File: src/hw/rtl/ksum_pkg.sv
// ----------------------------------------------------------------------------
// ksum_pkg: shared types and constants of the keyed sum table
// Command and status codes, field widths and the records that travel
// along the cell chain and into the cells on an insert.
// ----------------------------------------------------------------------------
package ksum_pkg;

  // default table depth
  localparam int ENTRIES_DEF = 32;

  // field widths
  localparam int CMD_W    = 2;
  localparam int KEY_H_W  = 64;
  localparam int KEY_L_W  = 48;
  localparam int UNIT_W   = 32;
  localparam int AMT_W    = 16;
  localparam int SLOT_W   = 5;
  localparam int STAT_W   = 3;
  localparam int TOTAL_W  = 24;
  localparam int SUM_W    = 25;

  // only this many slots can be addressed by a read or reported
  localparam int SLOT_LIMIT = 1 << SLOT_W;

  localparam logic [TOTAL_W-1:0] TOTAL_MAX = {TOTAL_W{1'b1}};

  // packed stream widths
  localparam int IN_DATA_W  = 168;
  localparam int OUT_DATA_W = 176;

  // command codes
  localparam logic [CMD_W-1:0] CMD_ADD   = 2'd0;
  localparam logic [CMD_W-1:0] CMD_READ  = 2'd1;
  localparam logic [CMD_W-1:0] CMD_CLEAR = 2'd2;

  // status codes
  localparam logic [STAT_W-1:0] ST_SUMMED     = 3'd0;
  localparam logic [STAT_W-1:0] ST_INSERTED   = 3'd1;
  localparam logic [STAT_W-1:0] ST_FULL       = 3'd2;
  localparam logic [STAT_W-1:0] ST_ZERO       = 3'd3;
  localparam logic [STAT_W-1:0] ST_READ_VALID = 3'd4;
  localparam logic [STAT_W-1:0] ST_READ_EMPTY = 3'd5;
  localparam logic [STAT_W-1:0] ST_CLEARED    = 3'd6;

  // search token handed from cell to cell
  typedef struct packed {
    logic               valid;
    logic               is_read;
    logic [KEY_H_W-1:0] key_h;
    logic [KEY_L_W-1:0] key_l;
    logic [UNIT_W-1:0]  unit;
    logic [AMT_W-1:0]   amount;
    logic [SLOT_W-1:0]  read_slot;
    logic               found;
    logic [SLOT_W-1:0]  slot;
    logic [TOTAL_W-1:0] total;
  } tok_t;

  // insert write broadcast to all cells
  typedef struct packed {
    logic               we;
    logic [KEY_H_W-1:0] key_h;
    logic [KEY_L_W-1:0] key_l;
    logic [UNIT_W-1:0]  unit;
    logic [TOTAL_W-1:0] total;
  } ins_t;

  // one result transaction
  typedef struct packed {
    logic [STAT_W-1:0]  status;
    logic [SLOT_W-1:0]  slot;
    logic [TOTAL_W-1:0] total;
    logic [UNIT_W-1:0]  unit;
    logic [KEY_H_W-1:0] key_h;
    logic [KEY_L_W-1:0] key_l;
  } res_t;

endpackage

File: src/hw/rtl/ksum_cell.sv
// ----------------------------------------------------------------------------
// ksum_cell: one slot of the keyed sum table
// Holds key, unit and total of one slot, checks the passing search token
// against them, adds on a key match, copies out on a read and registers the
// token before handing it on to the next cell.
// ----------------------------------------------------------------------------
module ksum_cell #(
  parameter int IDX = 0,
  parameter int IW  = 5,
  parameter int CW  = 6
) (
  input  logic             clk,
  input  logic             rst_n,
  input  ksum_pkg::tok_t   tok_i,
  output ksum_pkg::tok_t   tok_o,
  input  logic [CW-1:0]    fill_i,
  input  ksum_pkg::ins_t   ins_i,
  input  logic [IW-1:0]    ins_idx_i
);
  import ksum_pkg::*;

  localparam logic [CW-1:0]     IDX_CNT  = CW'(IDX);
  localparam logic [IW-1:0]     IDX_ADR  = IW'(IDX);
  localparam logic [SLOT_W-1:0] IDX_SLOT = SLOT_W'(IDX);
  localparam bit                READABLE = (IDX < SLOT_LIMIT);

  logic [KEY_H_W-1:0] kh_r, kh_nxt;
  logic [KEY_L_W-1:0] kl_r, kl_nxt;
  logic [UNIT_W-1:0]  unit_r, unit_nxt;
  logic [TOTAL_W-1:0] total_r, total_nxt;
  tok_t               tok_r, tok_nxt;

  logic               live;
  logic               key_hit;
  logic               read_hit;
  logic [SUM_W-1:0]   sum;
  logic [TOTAL_W-1:0] sat_total;

  // match checks against this slot
  always_comb begin
    live     = (IDX_CNT < fill_i);
    key_hit  = tok_i.valid && !tok_i.found && !tok_i.is_read && live &&
               (tok_i.key_h == kh_r) && (tok_i.key_l == kl_r);
    read_hit = tok_i.valid && !tok_i.found && tok_i.is_read && live &&
               READABLE && (tok_i.read_slot == IDX_SLOT);
  end

  // saturating add of the amount onto the stored total
  always_comb begin
    sum       = SUM_W'(total_r) + SUM_W'(tok_i.amount);
    sat_total = sum[SUM_W-1] ? TOTAL_MAX : sum[TOTAL_W-1:0];
  end

  // token update
  always_comb begin
    tok_nxt = tok_i;
    if (key_hit) begin
      tok_nxt.found = 1'b1;
      tok_nxt.slot  = IDX_SLOT;
      tok_nxt.total = sat_total;
      tok_nxt.unit  = unit_r;
    end else if (read_hit) begin
      tok_nxt.found = 1'b1;
      tok_nxt.slot  = IDX_SLOT;
      tok_nxt.total = total_r;
      tok_nxt.unit  = unit_r;
      tok_nxt.key_h = kh_r;
      tok_nxt.key_l = kl_r;
    end
  end

  // slot contents: insert write or total update on a match
  always_comb begin
    kh_nxt    = kh_r;
    kl_nxt    = kl_r;
    unit_nxt  = unit_r;
    total_nxt = total_r;
    if (ins_i.we && (ins_idx_i == IDX_ADR)) begin
      kh_nxt    = ins_i.key_h;
      kl_nxt    = ins_i.key_l;
      unit_nxt  = ins_i.unit;
      total_nxt = ins_i.total;
    end else if (key_hit) begin
      total_nxt = sat_total;
    end
  end

  // slot storage, no reset
  always_ff @(posedge clk) begin
    kh_r    <= kh_nxt;
    kl_r    <= kl_nxt;
    unit_r  <= unit_nxt;
    total_r <= total_nxt;
  end

  // token register
  always_ff @(posedge clk) begin
    if (!rst_n) begin
      tok_r <= '0;
    end else begin
      tok_r <= tok_nxt;
    end
  end

  assign tok_o = tok_r;

endmodule

File: config.mk
export PLATFORM = sky130hd
export DESIGN_NAME = ksum_cell
export DESIGN_NICKNAME = d
export VERILOG_FILES = /design/src/hw/rtl/ksum_pkg.sv /design/src/hw/rtl/ksum_cell.sv
export SDC_FILE = /design/constraint.sdc
export NUM_CORES = 1
export LEC_CHECK = 0
export ABC_CLOCK_PERIOD_IN_PS = 7200
export BUFFER_PORTS_ARGS = -buffer_cell sky130_fd_sc_hd__buf_4
export CORE_AREA = 2 2 225 227
export CTS_CLUSTER_DIAMETER = 120
export DETAILED_ROUTE_END_ITERATION = 10
export DIE_AREA = 0 0 227 229
export GPL_TIMING_DRIVEN = 0
export PLACE_DENSITY = 0.64
export SYNTH_ARGS = -nofsm -noshare
export SYNTH_HDL_FRONTEND = slang
export SYNTH_SLANG_ARGS = --single-unit
File: constraint.sdc
create_clock -name clk -period 7.2 [get_ports clk]
set_input_delay 0.36 -clock clk [delete_from_list [all_inputs] [get_ports clk]]
set_output_delay 0.36 -clock clk [all_outputs]
set_load 0.05 [all_outputs]
Yosys cells after proc, flatten, opt, wreduce, memory -nomap -nowiden
Cells that the tools add are included.

Word-level logic and storage cells: 42. Bits of input ports: 379. Output and inout port bits: 197. Flip-flop bits (word level): 365.

Reduce and logical (&&, ||, !) cells: 15. Muxes and demuxes: 8. Add/subtract/negate cells: 1. Equality and inequality tests: 2. Bitwise gates (word level): 1. Order comparisons: 1.

Operator list (number): $mux W144 (1); $mux W112 (1); $mux W24 (3); $eq A64 B64 Y1 (1); $mux W30 (2); $eq A48 B48 Y1 (1); $mux W32 (1); $add A24 B16 Y25 (1); $logic_not A5 Y1 (2); $logic_and A1 B1 Y1 (9); $lt A1 B6 Y1 const A (1); $reduce_or A3 Y1 (1); $logic_not A1 Y1 (2); $reduce_bool A2 Y1 (1); $not A1 Y1 (1).

Logic depth before layout (Yosys ltp)
Word-level depth: 8. Mapped depth: 10. Mapped depth without buffers: 9.

Worst setup path before layout
No wires, ideal clock.

Kind: input-to-reg. Start: in ins_idx_i[3]. End: reg total_r[16], data pin. Data required time: 6.737 ns. Buffers on the path: 1. Setup slack: 1.407 ns. Stages on the path: 5. Data arrival time: 5.330 ns. Setup time: 0.463 ns. Path through: nor2_1 -> nand4b_1 -> clkinv_1 -> clkbuf_1 -> o21ai_0.

Longest elaborated chain between the ends: 3.

Ends and longest elaborated chain: start, declared (line ksum_cell.sv:18) `input logic [IW-1:0] ins_idx_i`; $logic_not A5 Y1 (line ksum_cell.sv:78) `if (ins_i.we && (ins_idx_i == IDX_ADR)) begin`; $logic_and A1 B1 Y1 (line ksum_cell.sv:78); $mux W24 (line ksum_cell.sv:78); via total_nxt[16] (line ksum_cell.sv:30) `logic [TOTAL_W-1:0] total_r, total_nxt;`; end signal, assigned (line ksum_cell.sv:93) `total_r <= total_nxt;`; end, declared (line ksum_cell.sv:30).

The timed path passes the listed nets, and every way through them passes these cells. A chain may end at the register's enable or synchronous reset.

Worst setup path after layout
Start: reg kl_r[46]. End: reg total_r[1], enable pin.

Longest elaborated chain between the ends: 3.

Ends and longest elaborated chain: start, declared (line ksum_cell.sv:28) `logic [KEY_L_W-1:0] kl_r, kl_nxt;`; start signal, assigned (line ksum_cell.sv:91) `kl_r <= kl_nxt;`; $eq A48 B48 Y1 (line ksum_cell.sv:43) `(tok_i.key_h == kh_r) && (tok_i.key_l == kl_r);`; $logic_and A1 B1 Y1 (line ksum_cell.sv:43); $reduce_bool A2 Y1 (no source line).

Every way passes these cells.

==> metrics.cfg <==
[status]
status = finished, final reports clean

[route]
firstDrtPassIters = 5
vias_per_cell = 4.964
drcViolationCount = 0
wl_per_cell_um = 23.25
routed_wirelength_mm = 68.28
drt_iter0_markers = 973
ant_nets = 0
vias = 14575

[worst_setup_path]
crit_path_top_delay_cell = nand2_1
worstReg2RegEnd = total_r[1]
start_kind = register
cp_top_family = simple AND/OR/NAND/NOR gates
worstPathCellList = xor2_1 -> nor4_1 -> nand4_1 -> nor3_1 -> nand4_2 -> buf_2 -> buf_2 -> nand2_1
ff2ff_path_depth = 8
cp_common_cell = buf_2
path_max_fanout = 24
cp_data_required_time_ns = 7.36
r2r_slack_ns = 2.72
crit_type = reg2reg
crit_path_max_incr_delay_ns = 0.96
reg2reg_from = kl_r[46]
worstPathArrival_ns = 4.64
end_kind = register
path_buf_inv = 2

[synth]
yosys_register_bits = 365
yosysTopAreaCellShare_pct = 33.67
syn_nets = 1853
yosys.area.top_type = edfxtp_1
synth_cell_types = 67
synth_edf_count = 168
yosys.area_share.simple_pct = 17.36
synth.area.mux_share_pct = 0.06681
ys_warn_count = 0
synth_area_per_cell_um2 = 10.28
synth-adder-area-share_pct = 1.470
synth_top_family_by_area = simple AND/OR/NAND/NOR gates
synthXorXnorAreaFrac_pct = 5.729
seq_area_frac_synth_pct = 60.00
synth_area_leaders = edfxtp_1 34%, dfxtp_1 26%, nand2_1 6.5%
async_flop_share_pct = 0
ys_top_cells_by_count = 259 x nand2_1, 197 x dfxtp_1, 168 x a21oi_1, 168 x edfxtp_1, 66 x xnor2_1
synth_most_common_cell = nand2_1
netlist_area_mm2 = 0.01498
synth_compound_area_share_pct = 12.28
synthCells = 1457
synth_ff_type = dfxtp_1

[place]
io_buffers = 574
dp.cells = 2705
gp_congestion = 0.9331
place_hpwl_mm = 52.31

[clocking]
cts_sinks = 365
path_clk_slew_ns = 0.07
numCtsBuffers = 42
postCtsSetupRepairBufs = 0
clk_latency_ns = 0.56
cts-root-buf = clkbuf_16
cts.path.max_buffers = 3
cts-htree-levels = 2
cts-resized-gates = 0
cts_tree = yes

[timing]
finalHoldViolations = 0
min_period_over_period_pct = 62.20
skew_ns = 0.01486
tns_ns = 0
finalCriticalPeriod_ns = 4.479
worst_pin_slew_ns = 1.254
slew-limit-headroom_pct = 16.23
grt_setup_unrepaired = no
max_clock_freq_ghz = 0.2233
drv_slew = 0
finalSetupViolCount = 0

[global_route]
grt_pass1_vias = 14994
grt.busiest_layer = met2
grtUsageMet2_pct = 45.95
grt_max_degree = 61
grt_pass1_wl_mm = 96.02
met3_usage_pct = 6.171
antenna_found_initial = 6
grt_use_met1_pct = 28.34
grt_overflow = 0
grt_usage_pct = 25.38

[floorplan]
die_y_um = 229
die-area_mm2 = 0.05198
die_width_um = 227
core_mm2 = 0.04966
start_util_pct = 30.17
io_pins = 576
rows = 82

[min_path]
holdPathStages = 2
hold_start = tok_i[42]
hold_class = in2reg
min_to = tok_o[42]

[power_and_ir_drop]
ir_drop_mv = 0.1660
p_per_area_mw_per_mm2 = 226.2
total_power_mw = 5.212
leakagePower_nw = 9.663

[finish]
fin_nets = 2622
drive_above_1_share_pct = 29.35
syn_to_final_growth_pct = 53.80
layoutNonFillerInstCount = 2936
final_util_pct = 46.40

[job]
drv_cap = 0

[timing repair]
action | CTS | global route
hold endpoints to repair | 149 | 0
hold buffers | 149 | 0
endpoints found under the setup margin | 0 | 0
[layout make-up]
type / count / area (µm²)
plain buffers: 81 / 366.6
fillers: 4673 / 26620
clock inverters: 23 / 198.9
multi-input cells: 984 / 5529
well taps: 672 / 840.8
repair buffers: 725 / 5856
flip-flops and latches: 365 / 8989
inverters: 27 / 101.3
diodes: 5 / 12.51
clock buffers: 54 / 1149
[worst max path at each step]
stage,startpoint,end,slack [ns],depth (start not counted)
after floorplan,ins_idx_i[3],total_r[16],1.41,5
after global placement,ins_idx_i[1],total_r[23],-2.16,7
after detailed placement,tok_i[129],total_r[14],2.41,9
after CTS,kl_r[46],total_r[3],2.44,8
after global routing,kl_r[46],total_r[4],2.47,8
final,kl_r[46],total_r[1],2.72,8
[metrics by stage]
step / worst slack, ns / hold WS, ns / cell area (µm²)
after global placement: -2.163 / 0.5198 / 20130
after global routing: 2.469 / 0.009107 / 23040
after CTS: 2.445 / 0.004315 / 23030
after detailed placement: 2.414 / 0.5144 / 20190
final: 2.721 / 0.03181 / 23040
after floorplan: 1.407 / 0.4589 / 14980
[cells by family after synthesis]
logic type | count (synthesis)
and+or+nand+nor | 552
adders and majority gates | 17
xor gates and xnor gates | 98
AOI/OAI and AO/OA | 316
buffers and inverters | 108
DFF | 365
muxes | 1
[layer usage]
layer	up-vias	share of wire, %
met5	-	0
met4	0	4.1
met3	133	8.3
met2	811	50
met1	6933	37
li1	6698	-
[flip-flops by register name, indices dropped and copies added, names as in the netlist]
name,count
tok_o,197
kh_r,64
kl_r,48
unit_r,32
total_r,24
[where the power goes]
| group | switching, mW | internal (mW) |
|---|---|---|
| combinational | 0.469 | 0.340 |
| clock | 0.898 | 1.24 |
| sequential | 0.0264 | 2.24 |
[cell usage in the layout (no fill, tap or decap), types with 8 or more instances in the layout]
cell           Yosys  final
a21oi_1          168    168
a31oi_1           31     31
and2_1            30     30
and3_1             9      9
buf_4              0    574
clkbuf_1          63     71
clkbuf_16          0     44
clkinv_1           1      8
dfxtp_1          197    197
dlygate4sd3_1      0    149
edfxtp_1         168    168
ha_1              16     16
inv_1             25     25
nand2_1          259    259
nand2b_1          29     29
nand3_1           57     57
nand4_1           35     35
nor2_1            60     60
nor2b_1           12     12
nor3_1            22     22
nor4_1            15     15
o21ai_0           39     39
o21ai_1           17     17
xnor2_1           66     66
xor2_1            32     32
Note: power is estimated with default switching activity, not from simulation.
